[src/rtl/wwcm_pkg.sv]
// ---------------------------------------------------------------------------
// Wrapped wire channel map package
// Shared widths, codes, payload structs and the sequencer state type for the
// channel/wire map of identical wire-chamber modules.
// ---------------------------------------------------------------------------
package wwcm_pkg;

   // Payload field widths.
   localparam int CH_W    = 22;
   localparam int CRY_W   = 2;
   localparam int VOL_W   = 7;
   localparam int PLANE_W = 2;
   localparam int WIRE_W  = 11;

   // Configuration register widths.
   localparam int CC_W       = 3;
   localparam int MPC_W      = 7;
   localparam int CSR_IDX_W  = 3;
   localparam int CSR_DATA_W = 11;

   // Internal widths: channels per module, module count product, module index.
   localparam int PER_W    = 14;
   localparam int MODCAP_W = 9;
   localparam int MOD_W    = 8;
   localparam int WNUM_W   = WIRE_W + 1;
   localparam int AU2_W    = WIRE_W + 1;
   localparam int UV2_W    = WIRE_W + 2;

   // Limits on the effective counts.
   localparam int MAX_CRYOSTATS = 4;
   localparam int MAX_MODULES   = 64;

   // Maximum number of wires reported for one channel.
   localparam int MAX_WIRES = 16;
   localparam int WCNT_W    = $clog2(MAX_WIRES);

   // Shared divider: one quotient bit per cycle over the channel width.
   localparam int DIV_STEPS  = CH_W;
   localparam int DIV_CNT_W  = $clog2(DIV_STEPS);

   // Action codes.
   localparam logic ACTION_C2W = 1'b0;
   localparam logic ACTION_W2C = 1'b1;

   // Plane codes.
   localparam logic [PLANE_W-1:0] PLANE_U    = 2'd0;
   localparam logic [PLANE_W-1:0] PLANE_V    = 2'd1;
   localparam logic [PLANE_W-1:0] PLANE_Z    = 2'd2;
   localparam logic [PLANE_W-1:0] PLANE_NONE = 2'd3;

   // Configuration register indexes.
   localparam logic [CSR_IDX_W-1:0] REG_CRYOSTAT_COUNT       = 3'd0;
   localparam logic [CSR_IDX_W-1:0] REG_MODULES_PER_CRYOSTAT = 3'd1;
   localparam logic [CSR_IDX_W-1:0] REG_WIRES_U              = 3'd2;
   localparam logic [CSR_IDX_W-1:0] REG_WIRES_V              = 3'd3;
   localparam logic [CSR_IDX_W-1:0] REG_WIRES_Z              = 3'd4;
   localparam logic [CSR_IDX_W-1:0] REG_ANCHORED_U           = 3'd5;
   localparam logic [CSR_IDX_W-1:0] REG_ANCHORED_V           = 3'd6;

   // Request payload.
   typedef struct packed {
      logic               action;
      logic [CH_W-1:0]    channel_in;
      logic [CRY_W-1:0]   cryostat_in;
      logic [VOL_W-1:0]   volume_in;
      logic [PLANE_W-1:0] plane_in;
      logic [WIRE_W-1:0]  wire_in;
   } req_type;

   // Response payload.
   typedef struct packed {
      logic               valid_res;
      logic               last;
      logic [CRY_W-1:0]   cryostat_out;
      logic [VOL_W-1:0]   volume_out;
      logic [PLANE_W-1:0] plane_out;
      logic [WIRE_W-1:0]  wire_out;
      logic [CH_W-1:0]    channel_out;
   } rsp_type;

   // Divider command and status.
   typedef struct packed {
      logic             start;
      logic [CH_W-1:0]  dividend;
      logic [PER_W-1:0] divisor;
   } div_req_type;

   typedef struct packed {
      logic             busy;
      logic             done;
      logic [CH_W-1:0]  quot;
      logic [PER_W-1:0] rem;
   } div_rsp_type;

   // Sequencer states.
   typedef enum logic [3:0] {
      S_IDLE,
      S_DIV_CH,
      S_RANGE,
      S_DIV_MOD,
      S_CLASSIFY,
      S_SETUP,
      S_EMIT,
      S_INVALID,
      S_W2C_CHECK,
      S_W2C_DIV,
      S_W2C_OUT
   } state_type;

endpackage

[src/rtl/wwcm_div.sv]
// ---------------------------------------------------------------------------
// Wrapped wire channel map divider
// Restoring unsigned divider shared by every division of the block. It
// produces one quotient bit per cycle and holds its result until restarted.
// ---------------------------------------------------------------------------
module wwcm_div (
   input  logic                 clock,
   input  logic                 reset,
   input  wwcm_pkg::div_req_type div_req,
   output wwcm_pkg::div_rsp_type div_rsp
);

   logic                           busy_ff, busy_in;
   logic                           done_ff, done_in;
   logic [wwcm_pkg::DIV_CNT_W-1:0] cnt_ff, cnt_in;
   logic [wwcm_pkg::PER_W-1:0]     rem_ff, rem_in;
   logic [wwcm_pkg::CH_W-1:0]      quot_ff, quot_in;
   logic [wwcm_pkg::PER_W-1:0]     dvs_ff, dvs_in;

   logic [wwcm_pkg::PER_W:0]       shifted;
   logic [wwcm_pkg::PER_W:0]       diff;
   logic                           fits;

   // One restoring step: shift in the next dividend bit and try a subtract.
   always_comb begin
      shifted = {rem_ff, quot_ff[wwcm_pkg::CH_W-1]};
      diff    = shifted - {1'b0, dvs_ff};
      fits    = (shifted >= {1'b0, dvs_ff});
   end

   // Next values of the iteration registers.
   always_comb begin
      busy_in = busy_ff;
      done_in = 1'b0;
      cnt_in  = cnt_ff;
      rem_in  = rem_ff;
      quot_in = quot_ff;
      dvs_in  = dvs_ff;
      if (div_req.start) begin
         busy_in = 1'b1;
         cnt_in  = '0;
         rem_in  = '0;
         quot_in = div_req.dividend;
         dvs_in  = div_req.divisor;
      end else if (busy_ff) begin
         rem_in  = fits ? diff[wwcm_pkg::PER_W-1:0] : shifted[wwcm_pkg::PER_W-1:0];
         quot_in = {quot_ff[wwcm_pkg::CH_W-2:0], fits};
         cnt_in  = cnt_ff + 1'b1;
         if (cnt_ff == wwcm_pkg::DIV_CNT_W'(wwcm_pkg::DIV_STEPS - 1)) begin
            busy_in = 1'b0;
            done_in = 1'b1;
         end
      end
   end

   always_ff @(posedge clock) begin
      if (reset) begin
         busy_ff <= 1'b0;
         done_ff <= 1'b0;
         cnt_ff  <= '0;
      end else begin
         busy_ff <= busy_in;
         done_ff <= done_in;
         cnt_ff  <= cnt_in;
      end
      rem_ff  <= rem_in;
      quot_ff <= quot_in;
      dvs_ff  <= dvs_in;
   end

   assign div_rsp.busy = busy_ff;
   assign div_rsp.done = done_ff;
   assign div_rsp.quot = quot_ff;
   assign div_rsp.rem  = rem_ff;

   // A new division is only started once the previous one has finished.
   a_start_idle: assert property (@(posedge clock) disable iff (reset)
      div_req.start |-> !busy_ff)
      else $error("divider restarted while busy");

   // A finished division leaves a remainder below the divisor.
   a_rem_below: assert property (@(posedge clock) disable iff (reset)
      done_ff |-> (rem_ff < dvs_ff))
      else $error("divider remainder not below divisor");

endmodule

[src/rtl/wwcm_rsp_reg.sv]
// ---------------------------------------------------------------------------
// Wrapped wire channel map response register
// Output register that holds one response transaction until the receiver
// takes it, so the sequencer can move on while a result waits.
// ---------------------------------------------------------------------------
module wwcm_rsp_reg (
   input  logic              clock,
   input  logic              reset,
   input  logic              push,
   input  wwcm_pkg::rsp_type push_data,
   output logic              slot_free,
   output logic              rsp_valid,
   input  logic              rsp_stall,
   output wwcm_pkg::rsp_type rsp_data
);

   logic              valid_ff, valid_in;
   wwcm_pkg::rsp_type data_ff, data_in;

   // The slot can take a new result when empty or when its content leaves now.
   assign slot_free = !valid_ff || !rsp_stall;

   always_comb begin
      valid_in = push || (valid_ff && rsp_stall);
      data_in  = push ? push_data : data_ff;
   end

   always_ff @(posedge clock) begin
      if (reset) begin
         valid_ff <= 1'b0;
      end else begin
         valid_ff <= valid_in;
      end
      data_ff <= data_in;
   end

   assign rsp_valid = valid_ff;
   assign rsp_data  = data_ff;

endmodule

[src/rtl/wrapped_wire_channel_map_core.sv]
// ---------------------------------------------------------------------------
// Wrapped wire channel map core
// Maps a readout channel to every wire on it, or a wire to its channel, for
// identical two-volume wire-chamber modules with wrapped induction planes.
// ---------------------------------------------------------------------------
//
//   Port group  Direction  Handshake          Content
//   req_*       in         req_valid/stall    one request transaction
//   rsp_*       out        rsp_valid/stall    one wire or channel per transaction
//   csr_*       in         csr_we             configuration register write
//
// The shared restoring divider yields one quotient bit per cycle over 22 bits
// and is used up to twice per channel lookup and once per wire lookup.
// Reset sets every configuration register to 1 and returns the sequencer to idle.
// Results go through an output register; a new request is taken once the
// final result of the previous one has entered that register.
// ---------------------------------------------------------------------------
module wrapped_wire_channel_map_core (
   input  logic                                clock,
   input  logic                                reset,
   input  logic                                req_valid,
   output logic                                req_stall,
   input  wwcm_pkg::req_type                   req_data,
   output logic                                rsp_valid,
   input  logic                                rsp_stall,
   output wwcm_pkg::rsp_type                   rsp_data,
   input  logic                                csr_we,
   input  logic [wwcm_pkg::CSR_IDX_W-1:0]      csr_index,
   input  logic [wwcm_pkg::CSR_DATA_W-1:0]     csr_wdata
);

   // Configuration registers.
   logic [wwcm_pkg::CC_W-1:0]   cc_ff, cc_in;
   logic [wwcm_pkg::MPC_W-1:0]  mpc_ff, mpc_in;
   logic [wwcm_pkg::WIRE_W-1:0] wu_ff, wu_in;
   logic [wwcm_pkg::WIRE_W-1:0] wv_ff, wv_in;
   logic [wwcm_pkg::WIRE_W-1:0] wz_ff, wz_in;
   logic [wwcm_pkg::WIRE_W-1:0] au_ff, au_in;
   logic [wwcm_pkg::WIRE_W-1:0] av_ff, av_in;

   // Sequencer and per-transaction registers.
   wwcm_pkg::state_type           state_ff, state_in;
   logic [wwcm_pkg::CH_W-1:0]     ch_ff, ch_in;
   logic [wwcm_pkg::CRY_W-1:0]    cry_ff, cry_in;
   logic [wwcm_pkg::VOL_W-1:0]    vol_ff, vol_in;
   logic [wwcm_pkg::PLANE_W-1:0]  pla_ff, pla_in;
   logic [wwcm_pkg::WNUM_W-1:0]   wnum_ff, wnum_in;
   logic                          odd_ff, odd_in;
   logic [wwcm_pkg::PER_W-1:0]    rr_ff, rr_in;
   logic [wwcm_pkg::WIRE_W-1:0]   a_ff, a_in;
   logic [wwcm_pkg::WIRE_W-1:0]   nw_ff, nw_in;
   logic [wwcm_pkg::WCNT_W-1:0]   cnt_ff, cnt_in;
   logic [wwcm_pkg::MOD_W-1:0]    mod_ff, mod_in;
   logic [wwcm_pkg::PER_W-1:0]    offset_ff, offset_in;
   logic [wwcm_pkg::CH_W-1:0]     first_ff, first_in;

   // Derived configuration values.
   logic [wwcm_pkg::CC_W-1:0]     cry_eff;
   logic [wwcm_pkg::MPC_W-1:0]    nmod_eff;
   logic [wwcm_pkg::MODCAP_W-1:0] cap_mods;
   logic [wwcm_pkg::AU2_W-1:0]    au2;
   logic [wwcm_pkg::UV2_W-1:0]    uv2;
   logic [wwcm_pkg::PER_W-1:0]    per;

   // Wire-to-channel lookup values.
   logic [wwcm_pkg::WIRE_W-1:0]   w2c_a;
   logic [wwcm_pkg::AU2_W-1:0]    w2c_ncha;
   logic [wwcm_pkg::PER_W-1:0]    w2c_off;
   logic [wwcm_pkg::WNUM_W-1:0]   w2c_pos;
   logic [wwcm_pkg::MOD_W-1:0]    w2c_mod;
   logic                          w2c_bad;

   // Handshake and unit connections.
   logic                          accept;
   logic                          push;
   wwcm_pkg::rsp_type             push_data;
   logic                          slot_free;
   logic [wwcm_pkg::WNUM_W-1:0]   next_wnum;
   logic                          emit_last;
   logic                          wire_ok;
   logic                          in_range;
   wwcm_pkg::div_req_type         div_req;
   wwcm_pkg::div_rsp_type         div_rsp;

   assign accept = req_valid && !req_stall;

   // Configuration register writes.
   always_comb begin
      cc_in  = cc_ff;
      mpc_in = mpc_ff;
      wu_in  = wu_ff;
      wv_in  = wv_ff;
      wz_in  = wz_ff;
      au_in  = au_ff;
      av_in  = av_ff;
      if (csr_we) begin
         unique case (csr_index)
            wwcm_pkg::REG_CRYOSTAT_COUNT:       cc_in  = csr_wdata[wwcm_pkg::CC_W-1:0];
            wwcm_pkg::REG_MODULES_PER_CRYOSTAT: mpc_in = csr_wdata[wwcm_pkg::MPC_W-1:0];
            wwcm_pkg::REG_WIRES_U:              wu_in  = csr_wdata;
            wwcm_pkg::REG_WIRES_V:              wv_in  = csr_wdata;
            wwcm_pkg::REG_WIRES_Z:              wz_in  = csr_wdata;
            wwcm_pkg::REG_ANCHORED_U:           au_in  = csr_wdata;
            wwcm_pkg::REG_ANCHORED_V:           av_in  = csr_wdata;
            default: begin
            end
         endcase
      end
   end

   always_ff @(posedge clock) begin
      if (reset) begin
         cc_ff  <= wwcm_pkg::CC_W'(1);
         mpc_ff <= wwcm_pkg::MPC_W'(1);
         wu_ff  <= wwcm_pkg::WIRE_W'(1);
         wv_ff  <= wwcm_pkg::WIRE_W'(1);
         wz_ff  <= wwcm_pkg::WIRE_W'(1);
         au_ff  <= wwcm_pkg::WIRE_W'(1);
         av_ff  <= wwcm_pkg::WIRE_W'(1);
      end else begin
         cc_ff  <= cc_in;
         mpc_ff <= mpc_in;
         wu_ff  <= wu_in;
         wv_ff  <= wv_in;
         wz_ff  <= wz_in;
         au_ff  <= au_in;
         av_ff  <= av_in;
      end
   end

   // Effective counts and readout group boundaries within a module.
   always_comb begin
      cry_eff  = (cc_ff > wwcm_pkg::CC_W'(wwcm_pkg::MAX_CRYOSTATS)) ?
                 wwcm_pkg::CC_W'(wwcm_pkg::MAX_CRYOSTATS) : cc_ff;
      nmod_eff = (mpc_ff > wwcm_pkg::MPC_W'(wwcm_pkg::MAX_MODULES)) ?
                 wwcm_pkg::MPC_W'(wwcm_pkg::MAX_MODULES) : mpc_ff;
      cap_mods = wwcm_pkg::MODCAP_W'(cry_eff) * wwcm_pkg::MODCAP_W'(nmod_eff);
      au2      = {au_ff, 1'b0};
      uv2      = wwcm_pkg::UV2_W'(au2) + wwcm_pkg::UV2_W'({av_ff, 1'b0});
      per      = wwcm_pkg::PER_W'(uv2) + wwcm_pkg::PER_W'({wz_ff, 1'b0});
   end

   // Wire-to-channel: group period, channel count and group start in the module.
   always_comb begin
      unique case (pla_ff)
         wwcm_pkg::PLANE_U: begin
            w2c_a    = au_ff;
            w2c_ncha = au2;
            w2c_off  = '0;
         end
         wwcm_pkg::PLANE_V: begin
            w2c_a    = av_ff;
            w2c_ncha = {av_ff, 1'b0};
            w2c_off  = wwcm_pkg::PER_W'(au2);
         end
         wwcm_pkg::PLANE_Z: begin
            w2c_a    = '0;
            w2c_ncha = wwcm_pkg::AU2_W'(wz_ff);
            w2c_off  = wwcm_pkg::PER_W'(uv2) +
                       (vol_ff[0] ? wwcm_pkg::PER_W'(wz_ff) : '0);
         end
         default: begin
            w2c_a    = '0;
            w2c_ncha = '0;
            w2c_off  = '0;
         end
      endcase
      w2c_pos = wnum_ff + (vol_ff[0] ? wwcm_pkg::WNUM_W'(w2c_a) : '0);
      w2c_mod = wwcm_pkg::MOD_W'(cry_ff) * wwcm_pkg::MOD_W'(nmod_eff) +
                wwcm_pkg::MOD_W'(vol_ff[wwcm_pkg::VOL_W-1:1]);
      w2c_bad = ({1'b0, cry_ff} >= cry_eff) ||
                ({1'b0, vol_ff} >= {nmod_eff, 1'b0}) ||
                (pla_ff == wwcm_pkg::PLANE_NONE) ||
                (w2c_ncha == '0);
   end

   // Wire emission: current wire in the plane and whether it is the final one.
   always_comb begin
      wire_ok   = (wnum_ff < wwcm_pkg::WNUM_W'(nw_ff));
      next_wnum = wnum_ff + wwcm_pkg::WNUM_W'(a_ff);
      emit_last = (next_wnum >= wwcm_pkg::WNUM_W'(nw_ff)) ||
                  (cnt_ff == wwcm_pkg::WCNT_W'(wwcm_pkg::MAX_WIRES - 1));
      in_range  = (div_rsp.quot < wwcm_pkg::CH_W'(cap_mods));
   end

   // Next state.
   always_comb begin
      state_in = state_ff;
      unique case (state_ff)
         wwcm_pkg::S_IDLE: begin
            if (accept) begin
               if (req_data.action == wwcm_pkg::ACTION_W2C) begin
                  state_in = wwcm_pkg::S_W2C_CHECK;
               end else if ((per == '0) || (nmod_eff == '0)) begin
                  state_in = wwcm_pkg::S_INVALID;
               end else begin
                  state_in = wwcm_pkg::S_DIV_CH;
               end
            end
         end
         wwcm_pkg::S_DIV_CH: begin
            if (div_rsp.done) begin
               state_in = wwcm_pkg::S_RANGE;
            end
         end
         wwcm_pkg::S_RANGE: begin
            state_in = in_range ? wwcm_pkg::S_DIV_MOD : wwcm_pkg::S_INVALID;
         end
         wwcm_pkg::S_DIV_MOD: begin
            if (div_rsp.done) begin
               state_in = wwcm_pkg::S_CLASSIFY;
            end
         end
         wwcm_pkg::S_CLASSIFY: state_in = wwcm_pkg::S_SETUP;
         wwcm_pkg::S_SETUP:    state_in = wwcm_pkg::S_EMIT;
         wwcm_pkg::S_EMIT: begin
            if (!wire_ok) begin
               state_in = wwcm_pkg::S_INVALID;
            end else if (slot_free && emit_last) begin
               state_in = wwcm_pkg::S_IDLE;
            end
         end
         wwcm_pkg::S_INVALID: begin
            if (slot_free) begin
               state_in = wwcm_pkg::S_IDLE;
            end
         end
         wwcm_pkg::S_W2C_CHECK: begin
            state_in = w2c_bad ? wwcm_pkg::S_INVALID : wwcm_pkg::S_W2C_DIV;
         end
         wwcm_pkg::S_W2C_DIV: begin
            if (div_rsp.done) begin
               state_in = wwcm_pkg::S_W2C_OUT;
            end
         end
         wwcm_pkg::S_W2C_OUT: begin
            if (slot_free) begin
               state_in = wwcm_pkg::S_IDLE;
            end
         end
         default: state_in = wwcm_pkg::S_IDLE;
      endcase
   end

   // Sequencer outputs: request stall, divider commands and result pushes.
   always_comb begin
      req_stall        = 1'b1;
      div_req.start    = 1'b0;
      div_req.dividend = req_data.channel_in;
      div_req.divisor  = per;
      push             = 1'b0;
      push_data        = '0;
      push_data.last   = 1'b1;
      unique case (state_ff)
         wwcm_pkg::S_IDLE: begin
            req_stall = 1'b0;
            if (accept && (req_data.action == wwcm_pkg::ACTION_C2W) &&
                (per != '0) && (nmod_eff != '0)) begin
               div_req.start = 1'b1;
            end
         end
         wwcm_pkg::S_RANGE: begin
            div_req.dividend = div_rsp.quot;
            div_req.divisor  = wwcm_pkg::PER_W'(nmod_eff);
            div_req.start    = in_range;
         end
         wwcm_pkg::S_EMIT: begin
            push                   = wire_ok && slot_free;
            push_data.valid_res    = 1'b1;
            push_data.last         = emit_last;
            push_data.cryostat_out = cry_ff;
            push_data.volume_out   = {vol_ff[wwcm_pkg::VOL_W-1:1], odd_ff};
            push_data.plane_out    = pla_ff;
            push_data.wire_out     = wnum_ff[wwcm_pkg::WIRE_W-1:0];
            push_data.channel_out  = ch_ff;
         end
         wwcm_pkg::S_INVALID: begin
            push = slot_free;
         end
         wwcm_pkg::S_W2C_CHECK: begin
            div_req.dividend = wwcm_pkg::CH_W'(w2c_pos);
            div_req.divisor  = wwcm_pkg::PER_W'(w2c_ncha);
            div_req.start    = !w2c_bad;
         end
         wwcm_pkg::S_W2C_OUT: begin
            push                   = slot_free;
            push_data.valid_res    = 1'b1;
            push_data.cryostat_out = cry_ff;
            push_data.volume_out   = vol_ff;
            push_data.plane_out    = pla_ff;
            push_data.wire_out     = wnum_ff[wwcm_pkg::WIRE_W-1:0];
            push_data.channel_out  = first_ff + wwcm_pkg::CH_W'(offset_ff) +
                                     wwcm_pkg::CH_W'(div_rsp.rem);
         end
         default: begin
         end
      endcase
   end

   // Per-transaction datapath registers.
   always_comb begin
      ch_in     = ch_ff;
      cry_in    = cry_ff;
      vol_in    = vol_ff;
      pla_in    = pla_ff;
      wnum_in   = wnum_ff;
      odd_in    = odd_ff;
      rr_in     = rr_ff;
      a_in      = a_ff;
      nw_in     = nw_ff;
      cnt_in    = cnt_ff;
      mod_in    = mod_ff;
      offset_in = offset_ff;
      first_in  = first_ff;
      unique case (state_ff)
         wwcm_pkg::S_IDLE: begin
            if (accept) begin
               ch_in   = req_data.channel_in;
               cry_in  = req_data.cryostat_in;
               vol_in  = req_data.volume_in;
               pla_in  = req_data.plane_in;
               wnum_in = wwcm_pkg::WNUM_W'(req_data.wire_in);
            end
         end
         wwcm_pkg::S_DIV_CH: begin
            // Remainder is the position of the channel within its module.
            if (div_rsp.done) begin
               rr_in = div_rsp.rem;
            end
         end
         wwcm_pkg::S_DIV_MOD: begin
            // Quotient is the cryostat, remainder the module within it.
            if (div_rsp.done) begin
               cry_in = div_rsp.quot[wwcm_pkg::CRY_W-1:0];
               vol_in = {div_rsp.rem[wwcm_pkg::VOL_W-2:0], 1'b0};
            end
         end
         wwcm_pkg::S_CLASSIFY: begin
            // Pick the readout group and the position inside it.
            if (rr_ff < wwcm_pkg::PER_W'(au2)) begin
               pla_in = wwcm_pkg::PLANE_U;
               a_in   = au_ff;
               nw_in  = wu_ff;
            end else if (rr_ff < wwcm_pkg::PER_W'(uv2)) begin
               pla_in = wwcm_pkg::PLANE_V;
               rr_in  = rr_ff - wwcm_pkg::PER_W'(au2);
               a_in   = av_ff;
               nw_in  = wv_ff;
            end else begin
               pla_in = wwcm_pkg::PLANE_Z;
               rr_in  = rr_ff - wwcm_pkg::PER_W'(uv2);
               a_in   = wz_ff;
               nw_in  = wz_ff;
            end
         end
         wwcm_pkg::S_SETUP: begin
            // Positions at or past one period start in the odd volume.
            cnt_in = '0;
            if (rr_ff >= wwcm_pkg::PER_W'(a_ff)) begin
               wnum_in = wwcm_pkg::WNUM_W'(rr_ff - wwcm_pkg::PER_W'(a_ff));
               odd_in  = 1'b1;
            end else begin
               wnum_in = wwcm_pkg::WNUM_W'(rr_ff);
               odd_in  = 1'b0;
            end
         end
         wwcm_pkg::S_EMIT: begin
            // Each further wire lies one period on, in the other volume.
            if (push) begin
               wnum_in = next_wnum;
               odd_in  = !odd_ff;
               cnt_in  = cnt_ff + 1'b1;
            end
         end
         wwcm_pkg::S_W2C_CHECK: begin
            mod_in    = w2c_mod;
            offset_in = w2c_off;
         end
         wwcm_pkg::S_W2C_DIV: begin
            first_in = wwcm_pkg::CH_W'(mod_ff) * wwcm_pkg::CH_W'(per);
         end
         default: begin
         end
      endcase
   end

   always_ff @(posedge clock) begin
      if (reset) begin
         state_ff <= wwcm_pkg::S_IDLE;
      end else begin
         state_ff <= state_in;
      end
      ch_ff     <= ch_in;
      cry_ff    <= cry_in;
      vol_ff    <= vol_in;
      pla_ff    <= pla_in;
      wnum_ff   <= wnum_in;
      odd_ff    <= odd_in;
      rr_ff     <= rr_in;
      a_ff      <= a_in;
      nw_ff     <= nw_in;
      cnt_ff    <= cnt_in;
      mod_ff    <= mod_in;
      offset_ff <= offset_in;
      first_ff  <= first_in;
   end

   // Shared divider.
   wwcm_div u_div (
      .clock   (clock),
      .reset   (reset),
      .div_req (div_req),
      .div_rsp (div_rsp)
   );

   // Output register.
   wwcm_rsp_reg u_rsp_reg (
      .clock     (clock),
      .reset     (reset),
      .push      (push),
      .push_data (push_data),
      .slot_free (slot_free),
      .rsp_valid (rsp_valid),
      .rsp_stall (rsp_stall),
      .rsp_data  (rsp_data)
   );

   // A result is only written into a free output slot.
   a_push_free: assert property (@(posedge clock) disable iff (reset)
      push |-> slot_free)
      else $error("result pushed into an occupied output register");

   // The final result of a transaction returns the sequencer to idle.
   a_last_idle: assert property (@(posedge clock) disable iff (reset)
      (push && push_data.last) |=> (state_ff == wwcm_pkg::S_IDLE))
      else $error("sequencer not idle after final result");

   // While waiting on a division the divider is working or has just finished.
   a_div_wait: assert property (@(posedge clock) disable iff (reset)
      ((state_ff == wwcm_pkg::S_DIV_CH) || (state_ff == wwcm_pkg::S_DIV_MOD) ||
       (state_ff == wwcm_pkg::S_W2C_DIV)) |-> (div_rsp.busy || div_rsp.done))
      else $error("waiting on an idle divider");

endmodule

[config.mk]
export PLATFORM = sky130hd
export DESIGN_NAME = wrapped_wire_channel_map_core
export DESIGN_NICKNAME = d
export VERILOG_FILES = /design/src/rtl/wwcm_pkg.sv /design/src/rtl/wwcm_div.sv /design/src/rtl/wwcm_rsp_reg.sv /design/src/rtl/wrapped_wire_channel_map_core.sv
export SDC_FILE = /design/constraint.sdc
export NUM_CORES = 1
export LEC_CHECK = 0
export BUFFER_PORTS_ARGS = -buffer_cell sky130_fd_sc_hd__buf_2
export CAP_MARGIN = 20
export CORE_MARGIN = 8
export CORE_UTILIZATION = 55
export CTS_BUF_LIST = sky130_fd_sc_hd__clkbuf_4 sky130_fd_sc_hd__clkbuf_8
export CTS_CLUSTER_DIAMETER = 60
export DETAILED_ROUTE_END_ITERATION = 16
export PLACE_DENSITY = 0.7
export SYNTH_ARGS = -nofsm -noshare
export SYNTH_HDL_FRONTEND = slang
export SYNTH_HIERARCHICAL = 1
export SYNTH_SLANG_ARGS = --single-unit
export TNS_END_PERCENT = 20
[constraint.sdc]
create_clock -name clock -period 17.8 [get_ports clock]
set_input_delay 0.89 -clock clock [delete_from_list [all_inputs] [get_ports clock]]
set_output_delay 0.89 -clock clock [all_outputs]
set_load 0.1 [all_outputs]
# Yosys cells after proc, flatten, opt, wreduce, memory -nomap -nowiden
# Cells that the tools add are included.
word_totals:
  reg_bits: 303
  latchBits: 0
  ram_bits: 0
  mem_bits_ro: 0
  inputBits: 64
  output_inout_bits: 48
  word_cells: 206
  memories: 0
classes:
  n_addsub: 14
  mul: 3
  div: 0
  n_lt_le_gt_ge: 11
  n_eq_ne: 30
  n_shift: 0
  muxes: 60
  bitwise: 2
  reduce_logical: 51
ops:
  columns: ["operator", "count"]
  rows:
  - ["$pmux W44 S2", 1]
  - ["$pmux W12 S3", 2]
  - ["$pmux W36 S2", 1]
  - ["$mux W11", 6]
  - ["$mux W14", 4]
  - ["$pmux W14 S2", 2]
  - ["$add A22 B14 Y22", 2]
  - ["$mux W22", 2]
  - ["$mux W4", 10]
  - ["$pmux W4 S10", 1]
  - ["$mux W12", 3]
  - ["$add A12 B11 Y12", 2]
  - ["$lt A22 B9 Y1", 1]
  - ["$mul A8 B14 Y22", 1]
  - ["$pmux W11 S2", 1]
  - ["$reduce_and A2 Y1", 11]
  - ["$mux W7", 3]
  - ["$eq A4 B3 Y1 const B", 4]
  - ["$eq A4 B4 Y1 const B", 4]
  - ["$ge A15 B14 Y1", 1]
  - ["$add A13 B11 Y14", 1]
  - ["$add A13 B12 Y14", 1]
  - ["$ge A14 B11 Y1", 1]
  - ["$logic_not A14 Y1", 1]
  - ["other kinds (54)", 105]

# Logic depth before layout (Yosys ltp)
depth:
  depth_word: 10
  mapped_depth: 33
  mapped_depth_nobuf: 33

# Modules after synthesis
# The synthesis kept the hierarchy.
by_module_without_submodules:
  columns: ["mod", "n_inst", "cells_per_inst", "area_each_um2", "seq_area_each_um2"]
  rows:
  - ["wrapped_wire_channel_map_core", 1, 2200, 19107.1, 5255.0]
  - ["wwcm_div", 1, 289, 3206.8, 1501.4]
  - ["wwcm_rsp_reg", 1, 50, 1413.9, 1401.3]

# Worst setup path before layout
# OpenSTA, ideal clock, no wires.
synth_path:
  kind: "reg-to-reg"
  start: "register au_ff[0] (netlist name)"
  end: "register first_ff[21] (netlist name) (data pin)"
  setup_time_ns: 0.259
  arrival_time_ns: 7.550
  slack_ns: 9.991
  path_stages_with_launch: 32
  synth_period_minus_slack_ns: 7.809
  cell_sequence: "dfxtp_1 -> ha_1 -> fa_1 -> a21o_1 -> a21oi_1 -> o21bai_1 -> a2111o_1 -> a31o_2 -> a21oi_1 -> xor2_1 -> inv_1 -> ha_1 -> nand3_1 -> o21a_1 -> xnor2_1 -> nand2b_1 -> fa_1 -> inv_1 -> fa_1 -> fa_1 -> inv_1 -> fa_1 -> inv_1 -> ha_1 -> or2_2 -> o31a_1 -> o211a_1 -> o21ai_0 -> a21boi_0 -> a311o_1 -> a21oi_1 -> xnor2_1"
synth_via:
  elab_chain_len: 3
synth_lines:
  columns: ["item", "line_no", "rtl"]
  rows:
  - ["from (decl)", "wrapped_wire_channel_map_core.sv:38", "logic [wwcm_pkg::WIRE_W-1:0] au_ff, au_in;"]
  - ["from (signal assigned)", "wrapped_wire_channel_map_core.sv:118", "au_ff <= wwcm_pkg::WIRE_W'(1);"]
  - ["from (signal assigned)", "wrapped_wire_channel_map_core.sv:126", "au_ff <= au_in;"]
  - ["$add A12 B12 Y13", "wrapped_wire_channel_map_core.sv:139", "uv2 = wwcm_pkg::UV2_W'(au2) + wwcm_pkg::UV2_W'({av_ff, 1'b0});"]
  - ["$add A13 B12 Y14", "wrapped_wire_channel_map_core.sv:140", "per = wwcm_pkg::PER_W'(uv2) + wwcm_pkg::PER_W'({wz_ff, 1'b0});"]
  - ["$mul A8 B14 Y22", "wrapped_wire_channel_map_core.sv:380", "first_in = wwcm_pkg::CH_W'(mod_ff) * wwcm_pkg::CH_W'(per);"]
  - ["to (signal assigned)", "wrapped_wire_channel_map_core.sv:405", "first_ff <= first_in;"]
  - ["to (decl)", "wrapped_wire_channel_map_core.sv:55", "logic [wwcm_pkg::CH_W-1:0] first_ff, first_in;"]
# No other way between the ends.
# A chain may end at the register's enable or synchronous reset.

# Worst setup path after layout
# Same ends and word-level chain as after synthesis.

==> run_summary.xml <==
<?xml version="1.0" encoding="UTF-8"?>
<metrics>
  <group name="placed_design">
    <metric name="port_buffers" unit="">111</metric>
    <metric name="gp_congestion" unit="">0.987</metric>
    <metric name="numPlacedInstances" unit="">3115</metric>
    <metric name="placedInstanceArea" unit="um^2">24700</metric>
    <metric name="dpl_worst_slack" unit="ns">9.20</metric>
    <metric name="hpwlAfterDp" unit="mm">56.7</metric>
  </group>
  <group name="global_routing">
    <metric name="first_global_vias" unit="">19416</metric>
    <metric name="grt_start_max_net_pins" unit="">73</metric>
    <metric name="grt_pass1_wl" unit="mm">112</metric>
    <metric name="grt_util_all_layers" unit="%">28.8</metric>
    <metric name="grt_ovf" unit="">0</metric>
    <metric name="grt_antenna_before_repair" unit="">2</metric>
  </group>
  <group name="synth">
    <metric name="post_synth.cell_area_avg" unit="um^2">9.35</metric>
    <metric name="synth_area" unit="um^2">23700</metric>
    <metric name="syn-num-nets" unit="">2925</metric>
    <metric name="synthesis.instances" unit="">2538</metric>
    <metric name="ys_warn_count" unit="">6</metric>
  </group>
  <group name="finish">
    <metric name="synthToLayoutAreaGrowth" unit="%">9.20</metric>
    <metric name="num-nets-final" unit="">3015</metric>
    <metric name="layout.filler_cells" unit="">3697</metric>
    <metric name="share_of_final_layout_standard_cells_stronger_than_drive_strength_1" unit="%">11.5</metric>
    <metric name="area_of_all_sequential_standard_cells" unit="um^2">8160</metric>
    <metric name="stdcell_count" unit="">3220</metric>
    <metric name="final_cell_area" unit="um^2">25900</metric>
    <metric name="mostFrequentLayoutCell" unit="">sky130_fd_sc_hd__nand2_1</metric>
    <metric name="top_library_cells_by_usage_in_the_layout_fill_and_taps_aside" unit="">305 x sky130_fd_sc_hd__nand2_1, 227 x sky130_fd_sc_hd__inv_1, 222 x sky130_fd_sc_hd__ha_1, 211 x sky130_fd_sc_hd__edfxtp_1</metric>
    <metric name="multi_input_comb_area" unit="um^2">14300</metric>
  </group>
  <group name="min_path">
    <metric name="hold_class" unit="">input port to flip-flop</metric>
  </group>
  <group name="clock_tree">
    <metric name="cts-resized-gates" unit="">0</metric>
    <metric name="hold_buffers" unit="">0</metric>
    <metric name="cts_setup_buffers" unit="">0</metric>
    <metric name="cts-root-buf" unit="">sky130_fd_sc_hd__clkbuf_8</metric>
    <metric name="tritoncts" unit="">done</metric>
    <metric name="cts_made_buffers" unit="">54</metric>
    <metric name="clk_latency" unit="ns">0.66</metric>
    <metric name="path_clk_slew" unit="ns">0.06</metric>
    <metric name="h_tree_lvls" unit="">2</metric>
    <metric name="clock_tree.buffer_depth" unit="">3</metric>
    <metric name="clock-sinks" unit="">302</metric>
  </group>
  <group name="power">
    <metric name="cellLeakagePower" unit="nW">11.1</metric>
    <metric name="seq_power_share" unit="%">31.5</metric>
    <metric name="swShare" unit="%">43.6</metric>
    <metric name="netSwitchingPower" unit="mW">1.53</metric>
    <metric name="vdd_drop_max" unit="uV">86.7</metric>
    <metric name="clockPowerShare" unit="%">20.2</metric>
    <metric name="report.power.total" unit="mW">3.51</metric>
    <metric name="share_comb_of_total_power" unit="%">48.2</metric>
    <metric name="internal-power" unit="mW">1.98</metric>
    <metric name="power_density" unit="nW/um^2">136</metric>
  </group>
  <group name="worst_setup_path">
    <metric name="worstPathRequired" unit="ns">18.20</metric>
    <metric name="critical-path-slowest-cell" unit="">sky130_fd_sc_hd__xor2_1</metric>
    <metric name="critical_path.most_common_cell" unit="">sky130_fd_sc_hd__fa_1</metric>
    <metric name="cp.arrival" unit="ns">9.05</metric>
    <metric name="worst-setup-path-type" unit="">flip-flop to flip-flop</metric>
    <metric name="cp_slowest_stage_delay" unit="ns">0.72</metric>
    <metric name="critical_path.startpoint_type" unit="">flip-flop</metric>
    <metric name="critical_path_peak_fanout" unit="">10</metric>
    <metric name="critical_path.endpoint_type" unit="">flip-flop</metric>
  </group>
  <group name="route">
    <metric name="avgViaCountPerCell" unit="">6.11</metric>
    <metric name="drt.antenna.violating_nets" unit="">0</metric>
    <metric name="postRouteWirelength" unit="mm">73.1</metric>
    <metric name="route.detailed.drc" unit="">0</metric>
    <metric name="detail_route.first_pass.iterations" unit="">6</metric>
    <metric name="routed_wire_length_per_instance" unit="um">22.7</metric>
    <metric name="drt_iter0_markers" unit="">1918</metric>
    <metric name="dr_total_vias" unit="">19672</metric>
  </group>
  <group name="timing">
    <metric name="setup_repair_after_global_routing_missed_its_margin" unit="">no</metric>
    <metric name="finalWorstSetupSlack" unit="ns">9.16</metric>
    <metric name="final_clock_period_utilization_by_the_worst_path" unit="%">48.6</metric>
    <metric name="finalMaxSlewViolations" unit="">0</metric>
    <metric name="final_critical_path_time_including_i_o_delays_and_setup" unit="ns">8.64</metric>
    <metric name="tightestPinTransition" unit="ns">1.14</metric>
    <metric name="relSlewSlack" unit="%">23.8</metric>
    <metric name="achievable-frequency" unit="GHz">0.116</metric>
    <metric name="setup_total_negative_slack" unit="ns">0</metric>
    <metric name="finalSetupViolCount" unit="">0</metric>
    <metric name="final_hold_fails" unit="">0</metric>
    <metric name="clock_skew" unit="ns">0.0464</metric>
  </group>
  <group name="floorplanning">
    <metric name="start_util" unit="%">55.4</metric>
    <metric name="dieWidth" unit="um">224</metric>
    <metric name="num_rows" unit="">76</metric>
    <metric name="die_area" unit="um^2">50000</metric>
    <metric name="ioPinCount" unit="">112</metric>
    <metric name="placeableCoreArea" unit="um^2">42800</metric>
    <metric name="die_y" unit="um">224</metric>
  </group>
  <group name="job">
    <metric name="max_cap_viol_count" unit="">0</metric>
  </group>
  <group name="status">
    <metric name="outcome" unit="">completed</metric>
  </group>
</metrics>
[through the flow]
| step | hold WS [ns] | utilization, % |
|---|---|---|
| floorplan | 0.436 | - |
| global placement | 0.441 | 57.7 |
| detailed placement | 0.446 | 57.7 |
| CTS | 0.385 | 60.4 |
| global route | 0.400 | 60.5 |
| finish | 0.425 | 60.5 |
[cell type report]
| type | instances | share of cell area (%) |
|---|---|---|
| antenna | 1 | 0.00966 |
| multi-input combinational | 1908 | 55.2 |
| clock buffer | 84 | 3.81 |
| timing repair buffer | 134 | 2.89 |
| inverter | 228 | 3.30 |
| clock inverter | 17 | 0.676 |
| sequential | 302 | 31.5 |
| tap | 546 | 2.64 |
[layer usage]
layer | track usage (%) | vias to the layer above | share of wire (%)
li1 | - | 9090 | -
met1 | 39.9 | 9544 | 44
met2 | 44.9 | 893 | 44
met3 | 6.42 | 145 | 9.4
met4 | 8.64 | 0 | 2.8
met5 | 0 | - | 0
[power groups by stage]
| stage | logic (mW) | clock network [mW] | registers (mW) |
|---|---|---|---|
| floorplan | 1.24 | 0 | 1.06 |
| global placement | 1.61 | 0 | 1.12 |
| detailed placement | 1.65 | 0 | 1.12 |
| CTS | 1.66 | 0.722 | 1.11 |
| global route | 1.87 | 0.748 | 1.12 |
| finish | 1.69 | 0.711 | 1.11 |
[final timing paths]
| path | start | slack (ns) | depth (start not counted) | endpoint |
|---|---|---|---|---|
| worst max-delay path | au_ff[0] | 9.16 | 29 | first_ff[21] |
| worst min-delay path | req_data[38] | 0.43 | 1 | ch_ff[16] |
| worst max register to register | au_ff[0] | 9.16 | 29 | first_ff[21] |
| worst min register to register | wv_ff[4] | 0.45 | 2 | wv_ff[4] |
[worst max-delay path: cells and delay by family (launching register included)]
kind	cells	cell delay [ns]
flip-flops	1	0.37
buffers and inverters	4	0.24
adder cells (fa/ha/maj)	8	3.39
AO/OA/AOI/OAI	12	2.62
AND/OR/NAND/NOR	2	0.47
XOR/XNOR	3	1.28
[registers in the layout (all words and copies together) (netlist names), 12 cells and up]
| name | cells |
|---|---|
| u_rsp_reg/rsp_data | 46 |
| ch_ff | 22 |
| u_div/quot_ff | 22 |
| first_ff | 21 |
| offset_ff | 14 |
| rr_ff | 14 |
| u_div/dvs_ff | 14 |
| u_div/rem_ff | 14 |
| wnum_ff | 12 |
Note: power is estimated with default switching activity, not from simulation.
